`src/rggb_pkg.sv`:
```
// Shared types and constants for the radial glow blend pipeline.
package rggb_pkg;

    localparam int MAX_SIDE_DEF = 1024;
    localparam int QUOT_BITS    = 32;
    localparam int ROOT_BITS    = 16;
    localparam int CHAN_BITS    = 8;

    typedef struct packed {
        logic                 bypass;
        logic [CHAN_BITS-1:0] alpha;
        logic [CHAN_BITS-1:0] red;
        logic [CHAN_BITS-1:0] green;
        logic [CHAN_BITS-1:0] blue;
    } side_t;

endpackage

```
`src/rggb_qdiv.sv`:
```
// Radix-2 restoring divider, one quotient bit per pipeline stage.
module rggb_qdiv #(
    parameter int DDW = 2 * 11 + 6
) (
    input  logic                           clk,
    input  logic                           rst_n,
    input  logic                           en,
    input  logic                           in_vld,
    input  rggb_pkg::side_t                in_side,
    input  logic [DDW-1:0]                 in_rem,
    input  logic [DDW-1:0]                 in_dvs,
    input  logic                           in_sat,
    output logic                           out_vld,
    output rggb_pkg::side_t                out_side,
    output logic [rggb_pkg::QUOT_BITS-1:0] out_quot,
    output logic                           out_sat
);
    import rggb_pkg::*;

    logic                 vld_reg  [QUOT_BITS];
    side_t                side_reg [QUOT_BITS];
    logic [DDW-1:0]       rem_reg  [QUOT_BITS];
    logic [DDW-1:0]       dvs_reg  [QUOT_BITS];
    logic [QUOT_BITS-1:0] quot_reg [QUOT_BITS];
    logic                 sat_reg  [QUOT_BITS];

    for (genvar k = 0; k < QUOT_BITS; k++)
    begin : g_stage
        logic                 vld_prev;
        side_t                side_prev;
        logic [DDW-1:0]       rem_prev;
        logic [DDW-1:0]       dvs_prev;
        logic [QUOT_BITS-1:0] quot_prev;
        logic                 sat_prev;
        logic [DDW:0]         trial;
        logic                 ge;

        if (k == 0)
        begin : g_first
            assign vld_prev  = in_vld;
            assign side_prev = in_side;
            assign rem_prev  = in_rem;
            assign dvs_prev  = in_dvs;
            assign quot_prev = '0;
            assign sat_prev  = in_sat;
        end
        else
        begin : g_rest
            assign vld_prev  = vld_reg[k-1];
            assign side_prev = side_reg[k-1];
            assign rem_prev  = rem_reg[k-1];
            assign dvs_prev  = dvs_reg[k-1];
            assign quot_prev = quot_reg[k-1];
            assign sat_prev  = sat_reg[k-1];
        end

        // low dividend bits are all zero: shift in a zero each step
        assign trial = {rem_prev, 1'b0};
        assign ge    = trial >= {1'b0, dvs_prev};

        always_ff @(posedge clk or negedge rst_n)
        begin
            if (!rst_n)
            begin
                vld_reg[k] <= 1'b0;
            end
            else if (en)
            begin
                vld_reg[k] <= vld_prev;
            end
        end

        always_ff @(posedge clk)
        begin
            if (en)
            begin
                side_reg[k] <= side_prev;
                rem_reg[k]  <= ge ? DDW'(trial - {1'b0, dvs_prev}) : DDW'(trial);
                dvs_reg[k]  <= dvs_prev;
                quot_reg[k] <= {quot_prev[QUOT_BITS-2:0], ge};
                sat_reg[k]  <= sat_prev;
            end
        end
    end

    assign out_vld  = vld_reg[QUOT_BITS-1];
    assign out_side = side_reg[QUOT_BITS-1];
    assign out_quot = quot_reg[QUOT_BITS-1];
    assign out_sat  = sat_reg[QUOT_BITS-1];

endmodule

```
`config.mk`:
```
export PLATFORM = sky130hd
export DESIGN_NAME = rggb_qdiv
export DESIGN_NICKNAME = d
export VERILOG_FILES = /design/src/rggb_pkg.sv /design/src/rggb_qdiv.sv
export SDC_FILE = /design/constraint.sdc
export NUM_CORES = 2
export LEC_CHECK = 0
export ABC_AREA = 0
export BUFFER_PORTS_ARGS = -buffer_cell sky130_fd_sc_hd__buf_2
export CORE_MARGIN = 8
export CORE_UTILIZATION = 40
export DETAILED_ROUTE_END_ITERATION = 16
export MAX_ROUTING_LAYER = met4
export PLACE_DENSITY = 0.59
export SETUP_SLACK_MARGIN = 0.4
export SLEW_MARGIN = 10
export SYNTH_ARGS = -nofsm -noshare
export SYNTH_HDL_FRONTEND = slang
export SYNTH_SLANG_ARGS = --single-unit
```
`constraint.sdc`:
```
create_clock -name clk -period 4.06 [get_ports clk]
set_input_delay 0.406 -clock clk [delete_from_list [all_inputs] [get_ports clk]]
set_output_delay 0.406 -clock clk [all_outputs]
set_load 0.03 [all_outputs]
```
# [Yosys cells after proc, flatten, opt, wreduce, memory -nomap -nowiden]
# Memory sizes are Yosys's and may differ from the RTL's.
# Cells that the tools add are included.
[classes] addsub=32 magnitude_cmp=32 muxes=34
[ops] op="greater-or-equal comparator 29 x 28 -> 1 bit" n=32
[ops] op="2-to-1 mux 28 bit" n=32
[ops] op="subtractor 28 bit" n=32
[ops] op="2-to-1 mux 1 bit" n=2
[totals] register_bits=32 mem_bits_rw=3904 inputBits=94 output_inout_bits=67 n_memories=5
[mem_list] memory="side_reg" words=32 width=33 read_ports=32 rd_ports_with_merged_regs=0 wr=32 line="rggb_qdiv.sv:21" rtl="side_t side_reg [QUOT_BITS];"
[mem_list] memory="quot_reg" words=32 width=32 read_ports=32 rd_ports_with_merged_regs=0 wr=32 line="rggb_qdiv.sv:24" rtl="logic [QUOT_BITS-1:0] quot_reg [QUOT_BITS];"
[mem_list] memory="dvs_reg" words=32 width=28 read_ports=31 rd_ports_with_merged_regs=0 wr=32 line="rggb_qdiv.sv:23" rtl="logic [DDW-1:0] dvs_reg [QUOT_BITS];"
[mem_list] memory="rem_reg" words=32 width=28 read_ports=31 rd_ports_with_merged_regs=0 wr=32 line="rggb_qdiv.sv:22" rtl="logic [DDW-1:0] rem_reg [QUOT_BITS];"
[mem_list] memory="sat_reg" words=32 width=1 read_ports=32 rd_ports_with_merged_regs=0 wr=32 line="rggb_qdiv.sv:25" rtl="logic sat_reg [QUOT_BITS];"

# [Longest topological paths before layout]
# An unclocked memory read counts as a cell.
[logic_depth] depth_word=3 depth_mapped=16 ltp_nobuf=13

# [Worst setup path after synthesis]
# No wires, ideal clock.
[synth_timing] path_kind="register to register" start="memory dvs_reg[0][253] (netlist bit)" end="memory rem_reg[10][10] (netlist bit), data pin" setup_ns=0.260 arrival_ns=3.298 slack_ns=0.501 path_stages_with_launch=15 synth_period_minus_slack_ns=3.559 cell_sequence="edfxtp_1 inv_1 ha_1 nor2b_1 o21ai_2 a21boi_1 or4b_1 a31o_1 a211o_1 a211o_1 a31o_4 a21oi_4 inv_2 buf_6 mux2_4"
[synth_lines] item="from (decl)" line="rggb_qdiv.sv:23"
[synth_lines] item="to (decl)" line="rggb_qdiv.sv:22"

==> flow_summary.yaml <==
run_status:
  status: "completed"
timing:
  fin_setup_tns_ps: 0
  setup_viol: 0
  period_share: 0.897
  rsz0062_at_grt: "yes"
  fmax_mhz: 275
  hold_viol: 0
  final-max-slew-violation-count: 0
  worst_slew_pin_slew_ps: 810
  setup_ws_ps: 418
  finalCriticalPeriod_ps: 3640
  slew_headroom: 0.460
  clock_skew_ps: 55.5
detailed_routing:
  wl_per_cell_um: 17.8
  drt-vias-per-instance: 5.06
  via_count: 91300
  ant_nets: 0
  firstDrtPassIters: 6
  wirelength_um: 321000
  drt_iter0_drc: 5964
  drc: 0
synthesis:
  syn-instance-count: 11800
  ys_ff_latch: 3384
  syn_nets: 12800
  synthAdderAreaFrac: 0.0750
  ys_seq_area_frac: 0.644
  synth_edf_count: 3352
  synthArstFlopShare: 0.00946
  synth.distinct_cells: 96
  synth_top_area_share: 0.639
  syn_avg_cell_area_um2: 13.3
  yosys.area_share.simple: 0.0679
  syn_area_um2: 157000
  synth_xor_xnor_area_share: 0.0396
  synth_top_family_by_area: "compound AO/OA/AOI/OAI gates"
  synth_area_leaders: "edfxtp_1, ha_1, a21oi_1, inv_1, a21o_1"
  synth.area.mux_share: 0.0268
  synth-compound-area-share: 0.114
  synth_top_area_cell: "edfxtp_1"
  ys.flop_type: "edfxtp_1"
  ys_warn_count: 0
pwr:
  power-per-cell-area_nw_per_um2: 768
  pwr-share-seq: 0.374
  leakagePower_nw: 71.6
  power.internal_mw: 92.7
  irDropWorstVdd_uv: 432
  p_comb_frac: 0.382
  clkPwrFrac: 0.243
  total_power_mw: 139
  switching_share: 0.335
  p_sw_mw: 46.6
flow_run:
  cap_violations: 0
setup_path:
  worstSetupEndpointType: "flip-flop"
  crit_type: "reg2reg"
  startpoint_type: "flip-flop"
  critical_path_required_ps: 4720
  ff2ff_setup_slack_ps: 420
  r2r-start: "dvs_reg[1][29]$_DFFE_PP_"
  slowest_stage: "edfxtp_1"
  cp_cell_sequence: "inv_2 > ha_4 > nor2b_4 > o21a_1 > o21a_1 > o21a_1 > a311oi_2 > o21ai_2 > a311oi_2 > o31ai_2 > a211o_4 > clkbuf_16 > mux2_4"
  cpMostUsedCell: "o21a_1"
  critPathLaunch: "dvs_reg[1][29]$_DFFE_PP_"
  cp_slowest_stage_delay_ps: 410
  cp_max_fo: 7
  critPathArrivalTime_ps: 4300
  crit_family: "compound AO/OA/AOI/OAI gates"
  crit_buf_inv: 2
finish:
  largest_reg_flops: 1056
  syn_to_final_growth_pct: 15.2
  drive_gt1_frac: 0.121
  postLayoutCellArea_um2: 181000
  final_cells: 18000
  nets: 13500
clocking:
  clk_pin_slew_ps: 60
  tritoncts: "built"
  clock_latency_ps: 950
  cts-root-buf: "clkbuf_16"
  htree_levels: 5
  cts.sinks: 3384
  ctsLongestPathBuffers: 4
  numCtsBuffers: 372
floorplanning:
  die_y_um: 643
  io_pins: 161
  die_area_um2: 414000
  die_w_um: 643
  initial_core_util: 0.402
  core.rowCount: 230
  coreArea_um2: 392000
grt:
  grt_pass1_wl_um: 500000
  grt_pass1_vias: 89500
  grt_start_max_net_pins: 163
  track_usage: 0.153
  grt-ovfl-total: 0
  antenna_found_initial: 3
placed_design:
  place.gp.congestion: 0.885
  postPlaceCellArea_um2: 167000
  placed_cells: 17200
  dpl.hpwl_um: 227000
  io_buffers: 160
  pre_cts_slack_ps: -72.4
min_path:
  hp-class: "in2async"
==> placed cells by master, fill, tap and decap left out, drive strengths merged, types with 102 or more instances in the layout <==
master	instances
nand2b	113
nand4	115
xor2	283
clkbuf	463
xnor2	429
nor2b	132
ha	895
nor3	118
nor2	620
o21ai	614
o21a	111
mux2	345
a31oi	102
a21o	512
clkinv	145
nand2	662
inv	1148
a21oi	858
nand3	163
edfxtp	3352
buf	447
==> worst paths after layout <==
kind	end	cells after the start
max	rem_reg[18][23]$_DFFE_PP_	13
min	g_stage[6].vld_prev$_DFFE_PN0P_	2
max reg2reg	rem_reg[18][23]$_DFFE_PP_	13
min reg2reg	side_reg[1][501]$_DFFE_PP_	0
max in group asynchronous	g_stage[12].vld_prev$_DFFE_PN0P_	2
min in group clk	side_reg[0][13]$_DFFE_PP_	2
==> layout make-up <==
| cell class | instances | area (um^2) |
|---|---|---|
| Antenna cell | 2 | 5.00 |
| Clock buffer | 454 | 9800 |
| Clock inverter | 223 | 2570 |
| Fill cell | 34800 | 211000 |
| Inverter | 1135 | 4260 |
| Multi-Input combinational cell | 7077 | 51800 |
| Sequential cell | 3384 | 101000 |
| Tap cell | 5220 | 6530 |
| Timing Repair Buffer | 550 | 5030 |
==> layer usage <==
layer | vias up | global-route usage | wire length, um
met5 | - | - | 0
met1 | 43800 | 0.191 | 140000
li1 | 45400 | - | -
met3 | 594 | 0.0171 | 10800
met4 | 0 | 0.0457 | 10400
met2 | 1540 | 0.262 | 159000
==> timing repair <==
action,CTS,global route
endpoints found under the setup margin,259,599
resized for setup,44,147
gates cloned,3,10
buffers inserted,17,32
endpoints found under the hold margin,164,0
hold buffers,94,0
pin swaps,15,33
==> kinds of logic (layout without fill, tap and decap cells) <==
family	after synthesis	after routing
xor gates and xnor gates	712	712
DFF	3384	3384
and+or+nand+nor	2246	2246
AOI/OAI and AO/OA	2823	2823
other	0	2
muxes	370	370
adders and majority gates	926	926
buffers and inverters	1361	2362
==> Yosys cell counts, types with 22 or more instances <==
master    instances
edfxtp_1       3352
inv_1          1132
ha_1            895
a21oi_1         856
nand2_1         662
nor2_1          620
o21ai_0         605
a21o_1          512
xnor2_1         429
mux2_2          318
xor2_1          283
clkbuf_1        169
nand3_1         163
nor2b_1         132
nor3_1          118
nand4_1         115
nand2b_1        113
o21a_1          111
a31oi_1         102
and3_1           97
o21bai_1         94
o31ai_1          75
a211oi_1         72
and2_1           43
a21boi_0         37
buf_2            34
or3_1            33
dfrtp_1          32
a211o_1          31
fa_1             31
o211ai_1         31
or2_2            29
a31o_2           26
mux2i_1          25
mux2_4           23
a22o_1           22
and4_1           22
o31a_1           22
==> per-stage QoR <==
stage	utilization	hold slack, ps
floorplan	-	110
global placement	0.425	400
detailed placement	0.425	405
CTS	0.460	3.66
global route	0.463	88.6
finish	0.463	80.6
==> power groups by stage <==
stage | Sequential, mW | Combinational, mW | Clock (mW)
floorplan | 50.8 | 38.7 | 0
global placement | 53.1 | 50.7 | 0
detailed placement | 53.0 | 50.9 | 0
CTS | 52.3 | 51.9 | 35.2
global route | 52.9 | 59.1 | 36.4
finish | 52.2 | 53.3 | 33.9
No activity file was read; power rests on OpenSTA's default activity.
