===== src/rggb_pkg.sv =====
// Shared types and constants for the radial glow blend pipeline.
package rggb_pkg;

    localparam int MAX_SIDE_DEF = 1024;
    localparam int QUOT_BITS    = 32;
    localparam int ROOT_BITS    = 16;
    localparam int CHAN_BITS    = 8;

    typedef struct packed {
        logic                 bypass;
        logic [CHAN_BITS-1:0] alpha;
        logic [CHAN_BITS-1:0] red;
        logic [CHAN_BITS-1:0] green;
        logic [CHAN_BITS-1:0] blue;
    } side_t;

endpackage


===== src/rggb_geom.sv =====
// Anchor selection, squared distance and scaled divisor, two stages.
module rggb_geom #(
    parameter int MAX_SIDE = rggb_pkg::MAX_SIDE_DEF,
    parameter int SW       = $clog2(MAX_SIDE + 1),
    parameter int XW       = ((SW > 10) ? SW : 10) + 2,
    parameter int DDW      = 2 * SW + 6
) (
    input  logic            clk,
    input  logic            rst_n,
    input  logic            en,
    input  logic            in_vld,
    input  rggb_pkg::side_t in_side,
    input  logic [9:0]      pos_x,
    input  logic [9:0]      pos_y,
    input  logic [SW-1:0]   side_w,
    input  logic [SW-1:0]   side_h,
    input  logic [3:0]      origin,
    output logic            out_vld,
    output rggb_pkg::side_t out_side,
    output logic [DDW-1:0]  out_rem,
    output logic [DDW-1:0]  out_dvs,
    output logic            out_sat
);
    import rggb_pkg::*;

    localparam int DW = 2 * XW;
    localparam int TW = 2 * SW + 1;

    typedef enum logic [3:0] {
        ORG_TOP_LEFT   = 4'd0,
        ORG_LEFT_Q1    = 4'd1,
        ORG_LEFT_MID   = 4'd2,
        ORG_LEFT_Q3    = 4'd3,
        ORG_BOT_LEFT   = 4'd4,
        ORG_BOT_Q1     = 4'd5,
        ORG_BOT_MID    = 4'd6,
        ORG_BOT_Q3     = 4'd7,
        ORG_BOT_RIGHT  = 4'd8,
        ORG_RIGHT_Q3   = 4'd9,
        ORG_RIGHT_MID  = 4'd10,
        ORG_RIGHT_Q1   = 4'd11,
        ORG_TOP_RIGHT  = 4'd12,
        ORG_TOP_Q3     = 4'd13,
        ORG_TOP_MID    = 4'd14,
        ORG_TOP_Q1     = 4'd15
    } anchor_t;

    logic [SW+1:0]        w3;
    logic [SW+1:0]        h3;
    logic signed [XW-1:0] w_m1, w_q1, w_hf, w_q3;
    logic signed [XW-1:0] h_m1, h_q1, h_hf, h_q3;
    logic signed [XW-1:0] ax, ay;

    logic signed [XW-1:0] dx_reg, dy_reg;
    logic                 vld_a_reg;
    side_t                side_a_reg;

    logic signed [DW-1:0] dxx, dyy;
    logic [DW-1:0]        dsq;
    logic [DW+3:0]        dsh;
    logic [TW-1:0]        tsum;
    logic [DDW-1:0]       dvs;
    logic                 sat;

    logic                 vld_b_reg;
    side_t                side_b_reg;
    logic [DDW-1:0]       rem_b_reg;
    logic [DDW-1:0]       dvs_b_reg;
    logic                 sat_b_reg;

    assign w3   = {1'b0, side_w, 1'b0} + (SW+2)'(side_w);
    assign h3   = {1'b0, side_h, 1'b0} + (SW+2)'(side_h);
    assign w_m1 = $signed(XW'(side_w)) - XW'(1);
    assign h_m1 = $signed(XW'(side_h)) - XW'(1);
    assign w_q1 = $signed(XW'(side_w >> 2));
    assign h_q1 = $signed(XW'(side_h >> 2));
    assign w_hf = $signed(XW'(side_w >> 1));
    assign h_hf = $signed(XW'(side_h >> 1));
    assign w_q3 = $signed(XW'(w3 >> 2));
    assign h_q3 = $signed(XW'(h3 >> 2));

    always_comb
    begin
        ax = '0;
        ay = '0;
        unique case (anchor_t'(origin))
            ORG_TOP_LEFT:  begin ax = '0;   ay = '0;   end
            ORG_LEFT_Q1:   begin ax = '0;   ay = h_q1; end
            ORG_LEFT_MID:  begin ax = '0;   ay = h_hf; end
            ORG_LEFT_Q3:   begin ax = '0;   ay = h_q3; end
            ORG_BOT_LEFT:  begin ax = '0;   ay = h_m1; end
            ORG_BOT_Q1:    begin ax = w_q1; ay = h_m1; end
            ORG_BOT_MID:   begin ax = w_hf; ay = h_m1; end
            ORG_BOT_Q3:    begin ax = w_q3; ay = h_m1; end
            ORG_BOT_RIGHT: begin ax = w_m1; ay = h_m1; end
            ORG_RIGHT_Q3:  begin ax = w_m1; ay = h_q3; end
            ORG_RIGHT_MID: begin ax = w_m1; ay = h_hf; end
            ORG_RIGHT_Q1:  begin ax = w_m1; ay = h_q1; end
            ORG_TOP_RIGHT: begin ax = w_m1; ay = '0;   end
            ORG_TOP_Q3:    begin ax = w_q3; ay = '0;   end
            ORG_TOP_MID:   begin ax = w_hf; ay = '0;   end
            ORG_TOP_Q1:    begin ax = w_q1; ay = '0;   end
            default:       begin ax = '0;   ay = '0;   end
        endcase
    end

    always_ff @(posedge clk or negedge rst_n)
    begin
        if (!rst_n)
        begin
            vld_a_reg <= 1'b0;
            vld_b_reg <= 1'b0;
        end
        else if (en)
        begin
            vld_a_reg <= in_vld;
            vld_b_reg <= vld_a_reg;
        end
    end

    always_ff @(posedge clk)
    begin
        if (en)
        begin
            dx_reg     <= $signed(XW'(pos_x)) - ax;
            dy_reg     <= $signed(XW'(pos_y)) - ay;
            side_a_reg <= in_side;
        end
    end

    assign dxx  = DW'(dx_reg) * DW'(dx_reg);
    assign dyy  = DW'(dy_reg) * DW'(dy_reg);
    assign dsq  = DW'(dxx + dyy);
    assign dsh  = {dsq, 4'b0000};
    assign tsum = TW'(side_w) * TW'(side_w) + TW'(side_h) * TW'(side_h);
    assign dvs  = (DDW'(tsum) << 4) + (DDW'(tsum) << 3) + DDW'(tsum);
    // p reaches one whenever 16d >= 25T, so the quotient then needs no division
    assign sat  = (dvs == '0) || (dsh >= (DW+4)'(dvs));

    always_ff @(posedge clk)
    begin
        if (en)
        begin
            side_b_reg <= side_a_reg;
            rem_b_reg  <= DDW'(dsh);
            dvs_b_reg  <= dvs;
            sat_b_reg  <= sat;
        end
    end

    assign out_vld  = vld_b_reg;
    assign out_side = side_b_reg;
    assign out_rem  = rem_b_reg;
    assign out_dvs  = dvs_b_reg;
    assign out_sat  = sat_b_reg;

endmodule


===== config.mk =====
export PLATFORM = sky130hd
export DESIGN_NAME = rggb_geom
export DESIGN_NICKNAME = d
export VERILOG_FILES = /design/src/rggb_pkg.sv /design/src/rggb_geom.sv
export SDC_FILE = /design/constraint.sdc
export NUM_CORES = 2
export LEC_CHECK = 0
export ABC_AREA = 1
export BUFFER_PORTS_ARGS = -buffer_cell sky130_fd_sc_hd__buf_2
export CAP_MARGIN = 5
export CORE_ASPECT_RATIO = 2
export CORE_MARGIN = 10
export CORE_UTILIZATION = 53
export CTS_CLUSTER_DIAMETER = 40
export CTS_CLUSTER_SIZE = 10
export DETAILED_ROUTE_END_ITERATION = 10
export PLACE_DENSITY_LB_ADDON = 0.05
export SETUP_SLACK_MARGIN = 0.15
export SKIP_CTS_REPAIR_TIMING = 1
export SYNTH_ARGS = -nofsm -noshare
export SYNTH_HDL_FRONTEND = slang
export SYNTH_SLANG_ARGS = --single-unit

===== constraint.sdc =====
create_clock -name clk -period 8.2 [get_ports clk]
set_input_delay 0 -clock clk [delete_from_list [all_inputs] [get_ports clk]]
set_output_delay 0 -clock clk [all_outputs]
set_load 0.02 [all_outputs]

Word level (Yosys, flattened, before mapping). Cells that the tools add are included. W data, S select, Z words.

Flip-flop bits (word level): 147. Logic and storage cells: 62.

Add/subtract/negate cells: 10. Multiply operators: 4. $lt $le $gt $ge: 1. Equal/unequal tests: 15. Multiplexer cells: 2. Reduce and logical (&&, ||, !) cells: 13.

Operators by type and width (count): $pmux W13 S5 (2); $mul A13 B13 Y26 (2); $mul A11 B11 Y22 (2); $eq A4 B4 Y1 const B (8); $ge A30 B28 Y1 (1); $add A27 B26 Y28 (1); $add A28 B23 Y28 (1); $logic_not A28 Y1 (1); $add A12 B11 Y13 (2); $add A26 B26 Y26 (1); $sub A11 B13 Y13 (2); $sub A11 B1 Y12 const B (2); $add A22 B22 Y23 (1); $reduce_or A5 Y1 (4); $eq A4 B3 Y1 const B (4); $reduce_or A2 Y1 (6); $eq A4 B2 Y1 const B (2); $eq A4 B1 Y1 const B (1); $logic_not A4 Y1 (1); $logic_or A1 B1 Y1 (1).

Logic depth before layout (Yosys ltp).
Depth in word-level cells: 6. Depth in mapped cells: 53.

Least setup slack after synthesis. OpenSTA, ideal clock, no wires.

Path type: input port to flip-flop. Start point: in side_w[2]. End point: reg sat_b_reg (netlist: out_sat), data pin. Library setup time: 0.253 ns. Arrival time: 7.843 ns. Required time: 7.947 ns. Setup slack: 0.104 ns. Stages on the path: 43. Path buffers: 1. Cells stage by stage: clkbuf_1 > nand2_1 > inv_1 > fa_1 > fa_1 > inv_1 > fa_1 > inv_1 > fa_1 > fa_1 > fa_1 > fa_1 > ha_1 > nand2_1 > o21ai_0 > a21oi_2 > o21ai_0 > xor2_1 > (+7 left out) > nor2_1 > nor2_1 > nand3_1 > nand2_2 > inv_1 > ha_1 > nand2_1 > inv_1 > nor2_1 > o21ai_0 > a21oi_1 > nand2_1 > nand2_1 > nand2_1 > nor2_1 > nand2_1 > nor2_1 > nand2_1.

Cells in the longest elaborated chain, start to end: 6. Elaborated cells on any way between the ends: 7.

Ends and longest elaborated chain: start: declaration (RTL line rggb_geom.sv:15) `input logic [SW-1:0] side_w,`; $mul A11 B11 Y22 (*) (RTL line rggb_geom.sv:135) `assign tsum = TW'(side_w) * TW'(side_w) + TW'(side_h) * TW'(side_h);`; $add A22 B22 Y23 (*) (RTL line rggb_geom.sv:135); $add A27 B26 Y28 (RTL line rggb_geom.sv:136) `assign dvs = (DDW'(tsum) << 4) + (DDW'(tsum) << 3) + DDW'(tsum);`; $add A28 B23 Y28 (*) (RTL line rggb_geom.sv:136); named net dvs[19] (RTL line rggb_geom.sv:62) `logic [DDW-1:0] dvs;`; $ge A30 B28 Y1 or $logic_not A28 Y1 (tied branches) (RTL line rggb_geom.sv:138) `assign sat = (dvs == '0) || (dsh >= (DW+4)'(dvs));`; $logic_or A1 B1 Y1 (*) (RTL line rggb_geom.sv:138); named net sat (RTL line rggb_geom.sv:63) `logic sat;`; end signal: assignment (RTL line rggb_geom.sv:147) `sat_b_reg <= sat;`; end: declaration (RTL line rggb_geom.sv:69) `logic sat_b_reg;`.

Mark *: on every way through the listed nets, which the timed path passes. The rest lies on a longest branch. A chain may end at the register's enable or synchronous reset.

Worst setup path after layout.
Start point: in side_h[6]. End point: reg sat_b_reg (netlist: out_sat), data pin.

Cells in the longest elaborated chain, start to end: 6. Elaborated cells on any way between the ends: 7.

Ends and longest elaborated chain: start: declaration (RTL line rggb_geom.sv:16) `input logic [SW-1:0] side_h,`; $mul A11 B11 Y22 (*) (RTL line rggb_geom.sv:135); $add A22 B22 Y23 (*) (RTL line rggb_geom.sv:135); $add A27 B26 Y28 (RTL line rggb_geom.sv:136); $add A28 B23 Y28 (*) (RTL line rggb_geom.sv:136); named net dvs[26] (RTL line rggb_geom.sv:62); $ge A30 B28 Y1 or $logic_not A28 Y1 (tied branches) (RTL line rggb_geom.sv:138); $logic_or A1 B1 Y1 (*) (RTL line rggb_geom.sv:138); named net sat (RTL line rggb_geom.sv:63).

Marked as above.

==> metrics.md <==
| Metric | Value |
|---|---|
| Post-place setup slack | `-609 ps` |
| Placed cell area | `0.0334 sq mm` |
| Largest net degree at the start of global routing | `82` |
| Post-route clock period utilization | `0.972` |
| Layout area overhead | `21.6%` |
| Post-synthesis register bit count | `between 100 and 150` |
| Hold Path Class | `input port to flop` |
| Status | `finished, violations left` |
| Clk root buf | `clkbuf_16` |
| Port Buf Inserts | `roughly 170` |
| Cts bufs inserted | `25` |
| Final Critical Period | `about 8000 ps` |
| Synth Warn # | `0` |
| Design Area, Final | `~0.036 sq mm` |
| Register area share after synthesis | `0.150` |
| Final antenna-violating net count | `0` |
| Synth Cell Area | `between 0.02 and 0.03 sq mm` |
| Final Wtd Congestion | `~1` |
| Post-synth EDFFs | `roughly 150` |
| HPWL Detailed | `approximately 80 mm` |
| WP depth | `43` |
| Core area | `about 0.055 sq mm` |
| Number of distinct library cells after synthesis | `54` |
| Synth area leaders | `fa_1 (36%), edfxtp_1 (15%), ha_1 (15%)` |
| Antenna violations before repair | `6` |
| Avg WL per Cell | `between 20 and 25 microns` |
| Fmax | `~130 MHz` |
| 1st-pass router iterations | `5` |
| Synth top cells by count | `inv_1 (997), nand2_1 (634), fa_1 (523)` |
| Synthesized area per cell | `between 8 and 9 sq um` |
| Post-route DRC | `0` |
| 1st-iter DRT viols | `about 1200` |
| Hold Crit Depth | `4` |
| Final setup skew | `around 37 ps` |
| DIE AREA | `~0.066 sq mm` |
| Top cell type's share of synthesized area | `0.356` |
| Worst Path Max Fanout | `7` |
| All-Layer GR Usage | `0.283` |
| Chip Height | `roughly 350 microns` |
| Clock-pin slew on the worst setup and hold paths | `70 ps` |
| CTS tree | `done` |
| Overall routed net length | `between 90 and 100 mm` |
| Max-slew violations | `0` |
| Finished Layout Cells | `4609` |
| Via total after detailed routing | `approximately 24000` |
| Worst-Margin Slew | `~860 ps` |
| FFs w/ async S/R, synth | `0.0136` |
| FF/Latch Area | `~0.0044 sq mm` |
| Final count of hold timing violations | `1` |
| Yosys top cell by area | `fa_1` |
| Via/cell ratio | `5.10` |
| Count leader, synth | `inv_1` |
| Failing checks | `hold timing` |
| Area of the multi-input gates | `approximately 0.022 sq mm` |
| Worst Path Buf+Inv | `13` |
| WS Path Type | `input port to flop` |
| Share of layout cells above drive strength 1 | `0.200` |
| Clk Latency, worst-skew pair | `about 500 ps` |
| Max-Cap Viols | `0` |
| Worst EP required | `approximately 8500 ps` |
| Vias in the first global route | `around 26000` |
| Worst Setup SP | `side_h[6]` |
| Primary FF master, synth | `edfxtp_1` |
| CTS H-tree lvls | `4` |
| Origin of the critical flop-to-flop path | `dy_reg[12]` |
| Final net count | `between 4000 and 5000` |
| First-pass GRT wire length | `between 100 and 150 mm` |
| Unrepaired setup endpoints after global routing | `true` |
| Gr ovfl total | `0` |
| Clk sinks | `147` |
| Min Hold Slack | `-4.21 ps` |
| Mapped Cells | `approximately 3400` |
| Finish-stage setup viols | `0` |
| Setup tns final | `0 ps` |
| Min-delay src | `pos_y[0]` |
| Io pins | `between 150 and 200` |
| Fillers | `roughly 4700` |
| Post-route setup slack | `roughly 230 ps` |
| Worst setup EP type | `flop` |
| Die width | `187 microns` |
| # placed instances | `around 4500` |
| R2r worst-path depth | `29` |
| CP delay by family, top | `adder cells` |
| Crit-path max cell delay | `about 570 ps` |
| Rows | `approximately 120` |
| Startpoint types | `input port` |
| CTS Buffer Depth | `3` |
| Most common cell on crit path | `fa_1` |
| Worst Path Arrival | `8220 ps` |
| Crit-path slowest cell | `fa_1` |
| Worst slew margin | `0.429` |
| Starting Density | `0.533` |
## worst paths after layout
check | end | slack, ps
setup / recovery | out_sat | 230
hold / removal | dy_reg[0] | -4
setup reg to reg | out_sat | 250
hold reg to reg | out_side[29] | 410
max in group asynchronous | out_vld | 7680
min in group asynchronous | vld_a_reg | 380
## placed cells by master, fill, tap and decap left out, types with 21 or more instances in the layout
master	n
clkbuf_16	25
nor2_1	93
edfxtp_1	145
a21oi_1	98
a21oi_2	22
fa_1	515
nand2_1	584
buf_2	155
buf_4	308
xnor2_1	33
nand4_1	21
xor2_1	61
ha_1	308
dlygate4sd3_1	37
nand3_1	72
o21ai_0	50
nand2_2	47
inv_1	962
inv_2	35
ha_4	32
## through the flow
| stage | util | hold WS [ps] |
|---|---|---|
| 4_1_cts | 0.618 | -738 |
| 3_3_place_gp | 0.605 | -216 |
| 3_5_place_dp | 0.605 | -209 |
| 6_report | 0.649 | -4.21 |
| 2_1_floorplan | - | -296 |
| 5_1_grt | 0.649 | 34.7 |
## layer usage
metal	wire length, microns	share of wire	track usage
met5	13	0.00014	0
met3	2890	0.031	0.0247
met1	26900	0.29	0.237
met4	10300	0.11	0.262
met2	53900	0.57	0.562
## kinds of logic (layout without fill, tap and decap cells)
| logic type | count (synthesis) | after routing | share of synthesized area |
|---|---|---|---|
| compound gates | 263 | 263 | 0.0526 |
| other cells | 1 | 9 | 0.000128 |
| fa+ha+maj | 866 | 866 | 0.502 |
| mux | 1 | 1 | 0.000341 |
| buf+inv | 1060 | 1566 | 0.136 |
| xor+xnor | 104 | 104 | 0.0318 |
| flops | 147 | 147 | 0.150 |
| simple gates | 909 | 909 | 0.127 |
## area by class of cell
| cell class | instances | area share |
|---|---|---|
| repair buffers | 530 | 0.108 |
| well taps | 744 | 0.0260 |
| diodes | 5 | 0.000350 |
| clock buffers | 25 | 0.0175 |
| flip-flops and latches | 147 | 0.123 |
| multi-input cells | 2147 | 0.617 |
| clock inverters | 8 | 0.00168 |
| inverters | 1003 | 0.106 |
## worst reg2reg max path: cells and delay by family (launching register included)
family                   cells  cell delay (ps)
adder cells (fa/ha/maj)      9             4360
AND/OR/NAND/NOR             12             1310
buffers and inverters        5              760
XOR/XNOR                     1              570
flip-flops                   1              510
AO/OA/AOI/OAI                2              210
Power is left out: the tool's default activity adds up to more than one toggle a clock period on the data nets, which glitch-free logic cannot reach.
