===== src/rggb_pkg.sv =====
// Shared types and constants for the radial glow blend pipeline.
package rggb_pkg;

    localparam int MAX_SIDE_DEF = 1024;
    localparam int QUOT_BITS    = 32;
    localparam int ROOT_BITS    = 16;
    localparam int CHAN_BITS    = 8;

    typedef struct packed {
        logic                 bypass;
        logic [CHAN_BITS-1:0] alpha;
        logic [CHAN_BITS-1:0] red;
        logic [CHAN_BITS-1:0] green;
        logic [CHAN_BITS-1:0] blue;
    } side_t;

endpackage


===== src/rggb_sqrt.sv =====
// Digit-by-digit integer square root, one root bit per pipeline stage.
module rggb_sqrt (
    input  logic                           clk,
    input  logic                           rst_n,
    input  logic                           en,
    input  logic                           in_vld,
    input  rggb_pkg::side_t                in_side,
    input  logic [rggb_pkg::QUOT_BITS-1:0] in_rad,
    input  logic                           in_sat,
    output logic                           out_vld,
    output rggb_pkg::side_t                out_side,
    output logic [rggb_pkg::ROOT_BITS-1:0] out_root
);
    import rggb_pkg::*;

    localparam int RW = ROOT_BITS + 2;

    logic                 vld_reg  [ROOT_BITS];
    side_t                side_reg [ROOT_BITS];
    logic [RW-1:0]        rem_reg  [ROOT_BITS];
    logic [ROOT_BITS-1:0] root_reg [ROOT_BITS];
    logic [QUOT_BITS-1:0] rad_reg  [ROOT_BITS];
    logic                 sat_reg  [ROOT_BITS];

    for (genvar k = 0; k < ROOT_BITS; k++)
    begin : g_stage
        logic                 vld_prev;
        side_t                side_prev;
        logic [RW-1:0]        rem_prev;
        logic [ROOT_BITS-1:0] root_prev;
        logic [QUOT_BITS-1:0] rad_prev;
        logic                 sat_prev;
        logic [RW+1:0]        trial;
        logic [RW+1:0]        test;
        logic                 ge;

        if (k == 0)
        begin : g_first
            assign vld_prev  = in_vld;
            assign side_prev = in_side;
            assign rem_prev  = '0;
            assign root_prev = '0;
            assign rad_prev  = in_rad;
            assign sat_prev  = in_sat;
        end
        else
        begin : g_rest
            assign vld_prev  = vld_reg[k-1];
            assign side_prev = side_reg[k-1];
            assign rem_prev  = rem_reg[k-1];
            assign root_prev = root_reg[k-1];
            assign rad_prev  = rad_reg[k-1];
            assign sat_prev  = sat_reg[k-1];
        end

        // bring down two radicand bits, try root*4+1
        assign trial = {rem_prev, rad_prev[QUOT_BITS-1 -: 2]};
        assign test  = {2'b00, root_prev, 2'b01};
        assign ge    = trial >= test;

        always_ff @(posedge clk or negedge rst_n)
        begin
            if (!rst_n)
            begin
                vld_reg[k] <= 1'b0;
            end
            else if (en)
            begin
                vld_reg[k] <= vld_prev;
            end
        end

        always_ff @(posedge clk)
        begin
            if (en)
            begin
                side_reg[k] <= side_prev;
                rem_reg[k]  <= ge ? RW'(trial - test) : RW'(trial);
                root_reg[k] <= {root_prev[ROOT_BITS-2:0], ge};
                rad_reg[k]  <= {rad_prev[QUOT_BITS-3:0], 2'b00};
                sat_reg[k]  <= sat_prev;
            end
        end
    end

    assign out_vld  = vld_reg[ROOT_BITS-1];
    assign out_side = side_reg[ROOT_BITS-1];
    assign out_root = sat_reg[ROOT_BITS-1] ? '1 : root_reg[ROOT_BITS-1];

endmodule


===== config.mk =====
export PLATFORM = sky130hd
export DESIGN_NAME = rggb_sqrt
export DESIGN_NICKNAME = d
export VERILOG_FILES = /design/src/rggb_pkg.sv /design/src/rggb_sqrt.sv
export SDC_FILE = /design/constraint.sdc
export NUM_CORES = 1
export LEC_CHECK = 0
export BUFFER_PORTS_ARGS = -buffer_cell sky130_fd_sc_hd__buf_4
export CAP_MARGIN = 5
export CELL_PAD_IN_SITES_DETAIL_PLACEMENT = 0
export CELL_PAD_IN_SITES_GLOBAL_PLACEMENT = 1
export CORE_AREA = 2 2 395 397
export DETAILED_ROUTE_END_ITERATION = 6
export DIE_AREA = 0 0 397 399
export PLACE_DENSITY_LB_ADDON = 0.1
export SLEW_MARGIN = 20
export SYNTH_ARGS = -nofsm -noshare
export SYNTH_HDL_FRONTEND = slang
export SYNTH_SLANG_ARGS = --single-unit

===== constraint.sdc =====
create_clock -name clk -period 5.1 [get_ports clk]
set_input_delay 0 -clock clk [delete_from_list [all_inputs] [get_ports clk]]
set_output_delay 0 -clock clk [all_outputs]
set_load 0.02 [all_outputs]

## Word level (Yosys, flattened, before mapping)

Memory sizes are Yosys's and may differ from the RTL's.
Index checks and enable logic that the tools add are counted.

- Flip-flop bits (word level): 16
- Memory bits (writable): 1568
- Input port bits: 70
- Output and inout bits: 50
- Word-level logic and storage cells: 72
- Memories kept: 5

- Add/sub/neg operators: 16
- Order comparisons: 16
- Muxes and demuxes: 19

Memories:

| name | depth | bits a word | rd ports | clocked after Yosys merged registers in | write ports | line | text |
|---|---|---|---|---|---|---|---|
| side_reg | 16 | 33 | 16 | 0 | 16 | rggb_sqrt.sv:19 | `side_t side_reg [ROOT_BITS];` |
| rad_reg | 16 | 30 | 15 | 0 | 16 | rggb_sqrt.sv:22 | `logic [QUOT_BITS-1:0] rad_reg [ROOT_BITS];` |
| rem_reg | 16 | 18 | 15 | 0 | 16 | rggb_sqrt.sv:20 | `logic [RW-1:0] rem_reg [ROOT_BITS];` |
| root_reg | 16 | 16 | 16 | 0 | 16 | rggb_sqrt.sv:21 | `logic [ROOT_BITS-1:0] root_reg [ROOT_BITS];` |
| sat_reg | 16 | 1 | 16 | 0 | 16 | rggb_sqrt.sv:23 | `logic sat_reg [ROOT_BITS];` |

Operators by type and width:

| kind | number |
|---|---|
| 20-bit by 18-bit >= comparator with 1-bit output | 15 |
| 18-bit 2-to-1 mux | 16 |
| 18-bit subtractor | 15 |
| 16-bit 2-to-1 mux | 1 |
| 2-bit by 1-bit subtractor with 3-bit output (second input constant) | 1 |
| 2-bit by 1-bit >= comparator with 1-bit output (second input constant) | 1 |
| 1-bit 2-to-1 mux | 2 |

## Logic depth before layout (Yosys ltp)

Gate-level depths: netlist of run 1.
An unclocked memory read counts as a cell.

- Depth after elaboration: 3
- Depth in mapped cells: 11
- Depth with buffers taken out: 10

## Worst setup path before layout of run 1

OpenSTA, ideal clock, no wires.

- Path kind: register -> register
- From: memory rem_reg[12][9] (netlist name)
- To: memory rem_reg[13][3] (netlist name), data pin
- Library setup time: 0.260 ns
- Arrival time: 2.368 ns
- Data required time: 4.840 ns
- Path slack: 2.473 ns
- Stages on the path, launching flop included: 9
- Path buffers: 1
- Clock period less this slack: 2.627 ns
- Cell sequence: edfxtp_1 ha_1 a21oi_1 o21ai_0 a221o_1 a22o_1 nor4b_2 buf_4 mux2_2

RTL lines:

| what | line |
|---|---|
| start: declaration | rggb_sqrt.sv:20 |

==> out/metrics.csv, run 1 <==
metric,value,unit
Post-synth EDFFs,1170,
"Core Util, Final",36.0,%
fin nets,3351,
syn_area_per_cell,16.8,um^2
fmax,311,MHz
setup violators final,0,
clk_lat worst skew,0.74,ns
post-CTS setup buffers,0,
Root Driver,clkbuf_16,
clock period minus final worst setup slack,3.21,ns
CP top delay family,simple AND/OR/NAND/NOR gates,
number of instances in the placed design,4893,
H-tree lvl count,4,
vias per cell,4.35,
synth warn,0,
critical path capture point type,flop,
crit path DAT,3.70,ns
max-cap viol count,0,
Worst-Margin Slew,0.993,ns
DP HPWL,51.5,mm
grt ovf,0,
Initial Util,29.9,%
"Seq/Total Area, Yosys",77.4,%
Antenna Nets Post-Route,0,
routed wire length,80.9,mm
class of the worst hold path,input port to flop,
Tcrit/Tclk final,63.0,%
RSZ-0062 raised after global routing,false,
Core Region,154000,um^2
type of origin of the critical path,flop,
IO Count,120,
DR iter-0 viols,1270,
dpl ws,1.63,ns
largest net degree at the start of global routing,146,
main flop type after synthesis,edfxtp_1,
Die Y,399,um
Max Slew Vio Count,0,
Inserted Diodes,0,
"Clk pin slew, worst setup/hold paths",0.06,ns
reg2reg setup slack,1.89,ns
clk buf depth,3,
Post-Layout Cell Count,5286,
fin worst setup slack,1.89,ns
DR WL/cell,15.3,um
async set or reset register ratio after synthesis,1.35,%
TritonCTS buffer count,140,
die width,397,um
Area growth syn-to-layout,20.5,%
worst vdd ir,286,uV
CTS tree,done,
flip-flop count of the largest register after layout,528,
DRC Markers,0,
PostCTS Resize Cnt,0,
First-pass DRT Iterations,6,
Synth Cell Area,45900,um^2
crit-path most repeated cell,o31ai_1,
Die ar.,158000,um^2
setup TNS,0,ns
Slew headroom,33.8,%
PwrDens,432,nW/um^2
CP max stage cell,nor2_2,
share of post-route cells with drive strength above 1,13.4,%
# rows,144,
global-route wire length before repair,130,mm
kind of critical path,flop to flop,
vias in the first global route,23900,
crit-path max FO,11,
synthesized flop and latch total,1186,
Post-Synthesis Cells,2736,
net count of the mapped netlist,2959,
Clock Skews,0.0452,ns
crit-path cells,"ha_1, nor2b_1, o31ai_1, a21oi_1, o31ai_1, nand2_1, nor2_2, mux2_2",
initial antenna violation count,1,
status,"finished, final reports clean",
cell leakage power,20.0,nW
Unique masters post-synth,73,
Max stage delay on crit path,0.55,ns
WP buf/inv,0,
clock tree sinks,1186,
All-Layer GR Usage,10.3,%
vias post-DR,23000,
IO buf count,119,
GPL Wtd Cong,0.780,
Critical Path RT,5.59,ns
Final Hold Vio Count,0,
[worst reg2reg max path: cells and delay by family (launching register included)]
family                     cells  cell delay, ns
muxes                          1            0.42
and+or+nand+nor                3            0.90
DFF                            1            0.39
adders and majority gates      1            0.36
AOI/OAI and AO/OA              3            0.89
[logic make-up after synthesis]
family / synth area share, %
adders and majority gates: 4.17
xor gates and xnor gates: 3.36
buffers and inverters: 1.80
muxes: 1.61
AOI/OAI and AO/OA: 5.56
and+or+nand+nor: 6.10
other: 0.00817
DFF: 77.4
[placed cells by master (no fill, tap or decap), types with 55 or more instances in the layout]
| cell | n |
|---|---|
| edfxtp_1 | 1170 |
| inv_1 | 183 |
| ha_1 | 153 |
| nor2_1 | 152 |
| clkbuf_16 | 140 |
| dlygate4sd3_1 | 137 |
| a21oi_1 | 136 |
| buf_4 | 130 |
| xnor2_1 | 111 |
| nand2_1 | 95 |
| o21ai_0 | 85 |
| xor2_1 | 65 |
| mux2_2 | 55 |
[where the power goes]
part / internal [W] / leakage [nW] / switching [W]
sequential: 0.0117 / 11.5 / 0.000422
combinational: 0.00100 / 6.38 / 0.00122
clock: 0.00548 / 2.14 / 0.00404
[what timing repair did]
| action | 4_1_cts | 5_1_grt |
|---|---|---|
| hold buffers | 137 | 0 |
| hold endpoints to repair | 163 | 0 |
| setup endpoints to repair | 0 | 0 |
[cells in the mapped netlist (all sizes together) (35+ instances only)]
cell type,count,area (um^2)
or3,35,234
nor4,40,250
ha,153,1910
nand2,95,357
inv,183,687
nor3,52,270
xor2,65,569
xnor2,111,972
a21oi,136,681
edfxtp,1170,35100
o21ai,88,440
o21a,46,345
mux2,59,679
nor2,154,581
[worst paths after layout]
path / startpoint / endpoint / cells past startpoint
min in group asynchronous: rst_n / g_stage[12].vld_prev / 3
max: rem_reg[7][0] / rem_reg[8][3] / 8
min: in_rad[30] / rem_reg[0][0] / 3
min reg2reg: rad_reg[4][19] / rad_reg[5][21] / 0
max in group asynchronous: rst_n / g_stage[7].vld_prev / 3
max reg2reg: rem_reg[7][0] / rem_reg[8][3] / 8
[metrics by stage]
step | total power, W | area (um^2) | hold slack, ns
global route | 0.0251 | 55300 | 0.0285
global placement | 0.0145 | 49500 | -0.123
finish | 0.0239 | 55300 | 0.0845
floorplan | 0.0137 | 45900 | -0.296
detailed placement | 0.0145 | 49500 | -0.122
CTS | 0.0244 | 55300 | 0.00145
[routing by layer]
| layer | up-vias | routed length [um] | track usage (%) |
|---|---|---|---|
| met5 | - | 0 | 0 |
| met4 | 0 | 2250 | 3.98 |
| met3 | 145 | 3260 | 2.43 |
| met2 | 351 | 38700 | 16.8 |
| met1 | 11300 | 36700 | 13.3 |
| li1 | 11200 | - | - |
[area by class of cell]
class | count | area [um^2]
Clock inverter | 78 | 779
Inverter | 183 | 687
Sequential cell | 1186 | 35500
Timing Repair Buffer | 276 | 2520
Clock buffer | 178 | 3680
Multi-Input combinational cell | 1341 | 9560
Fill cell | 14500 | 98400
Tap cell | 2044 | 2560
(Power assumes the default switching activity.)
==> run 2: changes to the inputs <==
- clock period: 5.1 -> 3.1 ns (I/O delays scaled with it)
==> run 2 against run 1 <==
Combinational power rose by 68%. Critical path depth is the same. Largest power group unchanged. Total power rose by 65%. Sequential power up 64%. Count of clock-buffer cells in the layout shrank 2. Highest routed layer unchanged. Critical endpoint is now rem_reg[14][10]. Maximum frequency up 8.0%. Cell count rose by 0.79%. Clock power rose by 65%.
==> out/metrics.csv, run 2 (synthesized netlist as in run 1, its figures left out) <==
metric,value,unit,change
"Core Util, Final",36.3,%,was 36.0%
"Clk pin slew, worst setup/hold paths",0.06,ns,about the same
clk buf depth,3,,unchanged
Area growth syn-to-layout,21.4,%,was 20.5%
Sw Share,23.7,%,was 23.8%
First-pass DRT Iterations,5,,was 6
Critical Path RT,3.61,ns,was 5.59 ns
Comb power frac,9.5,%,was 9.3%
P_int,0.0301,W,was 0.0182 W
Worst-Margin Slew,0.845,ns,was 0.993 ns
Root Driver,clkbuf_16,,unchanged
IO Count,120,,unchanged
total area of sequential cells,35500,um^2,unchanged
DR iter-0 viols,1386,,"was 1,270"
clock tree sinks,1186,,unchanged
Final Hold Vio Count,0,,unchanged
DRC Markers,0,,unchanged
global-route wire length before repair,132,mm,was 130 mm
Antenna Nets Post-Route,0,,unchanged
RSZ-0062 raised after global routing,false,,unchanged
sequential share of power,50.8,%,was 50.9%
All-Layer GR Usage,10.4,%,was 10.3%
multi-input logic area,9570,um^2,was 9560 um^2
Slew headroom,43.5,%,was 33.8%
# rows,144,,unchanged
reg2reg setup slack,0.12,ns,was 1.89 ns
DR WL/cell,15.3,um,about the same
vias per cell,4.33,,was 4.35
switching power,0.00934,W,was 0.00568 W
TritonCTS buffer count,138,,was 140
clk_lat worst skew,0.77,ns,was 0.74 ns
PwrDens,707,nW/um^2,was 432 nW/um^2
Tcrit/Tclk final,96.0,%,was 63.0%
setup TNS,0,ns,unchanged
status,"finished, final reports clean",,unchanged
die width,397,um,unchanged
fin nets,3395,,"was 3,351"
Core Region,154000,um^2,unchanged
largest net degree at the start of global routing,119,,was 146
clock period minus final worst setup slack,2.98,ns,was 3.21 ns
Clock Skews,0.0436,ns,was 0.0452 ns
share of post-route cells with drive strength above 1,14.9,%,was 13.4%
crit path DAT,3.49,ns,was 3.70 ns
fmax,336,MHz,was 311 MHz
vias in the first global route,24200,,"was 23,900"
Pwr Total,0.0394,W,was 0.0239 W
grt ovf,0,,unchanged
post-CTS setup buffers,0,,unchanged
Max Slew Vio Count,0,,unchanged
crit-path max FO,12,,was 11
critical path capture point type,flop,,unchanged
initial antenna violation count,1,,unchanged
Min Hold Slack,0.0950,ns,was 0.0845 ns
H-tree lvl count,4,,unchanged
Initial Util,29.9,%,unchanged
Die ar.,158000,um^2,unchanged
clock power share,39.8,%,about the same
vias post-DR,23100,,"was 23,000"
IO buf count,119,,unchanged
type of origin of the critical path,flop,,unchanged
worst vdd ir,404,uV,was 286 uV
kind of critical path,flop to flop,,unchanged
most frequent cells in the layout,"edfxtp_1 (1,170), inv_1 (183), buf_4 (172)",,"was edfxtp_1 (1,170), inv_1 (183), ha_1 (153)"
setup violators final,0,,unchanged
"most common cell after layout, fill and taps aside",edfxtp_1,,unchanged
Inserted Diodes,0,,unchanged
flip-flop count of the largest register after layout,528,,unchanged
cell leakage power,20.3,nW,was 20.0 nW
CTS tree,done,,unchanged
DP HPWL,53.2,mm,was 51.5 mm
Die Y,399,um,unchanged
routed wire length,81.3,mm,was 80.9 mm
GPL Wtd Cong,0.812,,was 0.780
max-cap viol count,0,,unchanged
class of the worst hold path,input port to flop,,unchanged
Layout fillers,14400,,"was 14,500"
[run 2: cell count changes in the layout (fill, tap and decap cells not counted), moves of 3 or more]
cell | before | now
clkinv_2 | 20 | 31
buf_12 | 8 | 13
clkinvlp_4 | 5 | 2
clkinv_1 | 32 | 19
buf_4 | 130 | 172
[run 2: per-layer routing]
| metal | GRT usage, % | share of wire (%) | vias to the layer above |
|---|---|---|---|
| li1 | - | - | 11300 |
| met1 | 13.2 | 45 | 11200 |
| met2 | 17.1 | 48 | 394 |
| met3 | 2.54 | 4.3 | 173 |
| met4 | 4.25 | 3.1 | 0 |
| met5 | 0 | 0 | - |
[run 2: critical path, cell delays in order, from the launching register on]
cell and delay [ns]:
edfxtp_1 0.40, ha_1 0.42, nand4_1 0.23, a211oi_1 0.10
or3_4 0.41, a311o_1 0.38, or2_1 0.27, buf_4 0.20
mux2_4 0.30
[run 2: power by group through the flow]
stage          registers (W)  logic, W  clock network [W]
2_1_floorplan         0.0201   0.00241                  0
3_3_place_gp          0.0203   0.00359                  0
3_5_place_dp          0.0204   0.00361                  0
4_1_cts               0.0200   0.00377             0.0164
5_1_grt               0.0202   0.00421             0.0171
6_report              0.0200   0.00373             0.0157
[run 2: path summary, 6_finish.rpt]
| check | startpoint | endpoint | cells past startpoint |
|---|---|---|---|
| min in group asynchronous | rst_n | g_stage[1].vld_prev | 3 |
| hold / removal | in_rad[30] | rem_reg[0][0] | 3 |
| max in group asynchronous | rst_n | g_stage[9].vld_prev | 3 |
| setup reg to reg | rem_reg[13][4] | rem_reg[14][10] | 8 |
| hold reg to reg | rad_reg[11][24] | rad_reg[12][26] | 0 |
| setup / recovery | rem_reg[13][4] | rem_reg[14][10] | 8 |
[run 2: layout make-up]
cell class	instances	share of cell area (%)
well taps	2044	4.59
clock inverters	76	1.50
flip-flops and latches	1186	63.8
clock buffers	176	6.47
inverters	183	1.23
repair buffers	322	5.25
multi-input cells	1341	17.2
[run 2: what timing repair did]
| action | CTS | global route |
|---|---|---|
| hold endpoints to repair | 329 | 0 |
| resized for setup | 0 | 2 |
| setup endpoints to repair | 0 | 14 |
| hold buffers | 136 | 0 |
[run 2: stage by stage]
stage / worst slack (ns) / std cells / area [um^2]
final: 0.123 / 5328 / 55700
after global routing: 0.0146 / 5328 / 55700
after CTS: 0.159 / 5328 / 55700
after detailed placement: 0.144 / 4940 / 49900
after global placement: 0.157 / 4940 / 49900
after floorplan: 0.473 / 2736 / 45900
==> run 3: changes to the inputs <==
- CTS_BUF_LIST: unset -> sky130_fd_sc_hd__clkbuf_16
==> run 3 against run 2 <==
Combinational power about the same. Setup slack better by 0.015 ns. Count of clock-buffer cells in the layout decreased by 38. Highest routed layer unchanged. Clock power is essentially flat. Non-clock buffer count unchanged. Clock skew decreased by 0.00086 ns. Final area barely moved. Utilization is essentially flat. Sequential power about the same.
==> out/metrics.csv, run 3 (synthesized netlist as in run 1, its figures left out) <==
metric,value,unit,change
kind of critical path,flop to flop,,unchanged
Max Slew Vio Count,0,,unchanged
vias per cell,4.33,,about the same
type of origin of the critical path,flop,,unchanged
clk_lat worst skew,0.77,ns,about the same
Critical Path RT,3.61,ns,about the same
H-tree lvl count,4,,unchanged
class of the worst hold path,input port to flop,,unchanged
Worst-Margin Slew,0.834,ns,was 0.845 ns
cell leakage power,20.4,nW,was 20.3 nW
# rows,144,,unchanged
clock period minus final worst setup slack,2.96,ns,was 2.98 ns
Die Y,399,um,unchanged
clock tree sinks,1186,,unchanged
global-route wire length before repair,132,mm,unchanged
IO Count,120,,unchanged
fin worst setup slack,0.138,ns,was 0.123 ns
most frequent cells in the layout,"edfxtp_1 (1,170), inv_1 (220), buf_4 (172)",,"was edfxtp_1 (1,170), inv_1 (183), buf_4 (172)"
PwrDens,705,nW/um^2,was 707 nW/um^2
status,"finished, final reports clean",,unchanged
vias in the first global route,24200,,unchanged
CP top delay family,simple AND/OR/NAND/NOR gates,,unchanged
flip-flop count of the largest register after layout,528,,unchanged
RSZ-0062 raised after global routing,false,,unchanged
Antenna Nets Post-Route,0,,unchanged
DP HPWL,53.2,mm,unchanged
Area growth syn-to-layout,21.3,%,was 21.4%
Layout fillers,14400,,about the same
worst vdd ir,405,uV,was 404 uV
IO buf count,119,,unchanged
Initial Util,29.9,%,unchanged
Pwr Total,0.0393,W,was 0.0394 W
DRC Markers,0,,unchanged
initial antenna violation count,1,,unchanged
GPL Wtd Cong,0.812,,unchanged
Root Driver,clkbuf_16,,unchanged
post-CTS setup buffers,0,,unchanged
max-cap viol count,0,,unchanged
Core Region,154000,um^2,unchanged
Max stage delay on crit path,0.41,ns,was 0.42 ns
DR WL/cell,15.3,um,about the same
"most common cell after layout, fill and taps aside",edfxtp_1,,unchanged
crit-path max FO,12,,unchanged
Min-Delay Endpoint,rem_reg[0][0],,unchanged
grt ovf,0,,unchanged
hold path startpoint,in_rad[30],,unchanged
largest net degree at the start of global routing,119,,unchanged
Worst Hold Depth,3,,unchanged
critical path capture point type,flop,,unchanged
crit path DAT,3.48,ns,was 3.49 ns
Worst R2R Start,rem_reg[13][4],,unchanged
WP buf/inv,1,,unchanged
Clock Skews,0.0428,ns,was 0.0436 ns
clk buf depth,3,,unchanged
vias post-DR,23100,,about the same
Tcrit/Tclk final,95.5,%,was 96.0%
DR iter-0 viols,1250,,"was 1,386"
Reg2Reg Depth,8,,unchanged
CP max stage cell,ha_1,,unchanged
All-Layer GR Usage,10.4,%,unchanged
Final Hold Vio Count,0,,unchanged
setup violators final,0,,unchanged
First-pass DRT Iterations,5,,unchanged
dpl ws,0.144,ns,unchanged
share of post-route cells with drive strength above 1,14.9,%,about the same
R2R Path End,rem_reg[14][10],,unchanged
Slew headroom,44.2,%,was 43.5%
Inserted Diodes,0,,unchanged
crit-path cells,"ha_1, nand4_1, a211oi_1, or3_4, a311o_1, or2_1, buf_4, mux2_4",,unchanged
fmax,338,MHz,was 336 MHz
TritonCTS buffer count,138,,unchanged
"Clk pin slew, worst setup/hold paths",0.06,ns,about the same
setup TNS,0,ns,unchanged
Die ar.,158000,um^2,unchanged
routed wire length,81.3,mm,about the same
fin nets,3395,,unchanged
CTS tree,done,,unchanged
die width,397,um,unchanged
reg2reg setup slack,0.14,ns,was 0.12 ns
==> run 3: changes by cell type in the layout (fill, tap and decap cells not counted), sizes merged <==
cell,before,now
clkinv,60,61
clkbuf,176,138
inv,189,226
==> run 3: area by class of cell <==
cell class                 count  area [um^2]  share of cell area (%)
clock buffer                 138         3450                    6.20
clock inverter               114          976                    1.75
inverter                     183          687                    1.23
multi-input combinational   1341         9570                    17.2
sequential                  1186        35500                    63.8
tap                         2044         2560                    4.59
timing repair buffer         322         2930                    5.26
==> run 3: what timing repair did <==
item / in CTS / in global routing
setup endpoints to repair: 0 / 14
gates resized for setup: 0 / 2
endpoints found under the hold margin: 329 / 0
hold buffers: 136 / 0
==> run 3: worst max-delay path by stage <==
stage / start / endpoint / slack [ns] / cells past startpoint
6_report: rem_reg[13][4] / rem_reg[14][10] / 0.14 / 8
5_1_grt: rem_reg[12][9] / rem_reg[13][7] / 0.01 / 8
4_1_cts: root_reg[1][85] / rem_reg[14][10] / 0.16 / 9
3_5_place_dp: root_reg[1][85] / rem_reg[14][10] / 0.14 / 9
3_3_place_gp: root_reg[1][85] / rem_reg[14][10] / 0.16 / 9
2_1_floorplan: rem_reg[12][9] / rem_reg[13][3] / 0.47 / 8
==> run 3: routing by layer <==
layer | GRT usage, % | share of wire, %
met3 | 2.54 | 4.2
met1 | 13.2 | 45
met2 | 17.1 | 48
met4 | 4.25 | 3.1
met5 | 0 | 0
==> run 3: power by group <==
group	internal (W)	switching, W
Clock	0.00889	0.00663
Sequential	0.0193	0.000698
Combinational	0.00171	0.00202
Total	0.0299	0.00934
==> run 3: worst min-delay path: stages <==
cell	delay, ns
dlygate4sd3_1	0.53
buf_4	0.11
nor2b_1	0.03
==> run 3: per-stage QoR <==
stage	instances	area (um^2)	hold slack (ns)	utilization [%]
2_1_floorplan	2736	45900	-0.296	-
3_3_place_gp	4940	49900	-0.113	32.5
3_5_place_dp	4940	49900	-0.107	32.5
4_1_cts	5328	55700	0.0165	36.2
5_1_grt	5328	55700	0.0530	36.2
6_report	5328	55700	0.0947	36.2
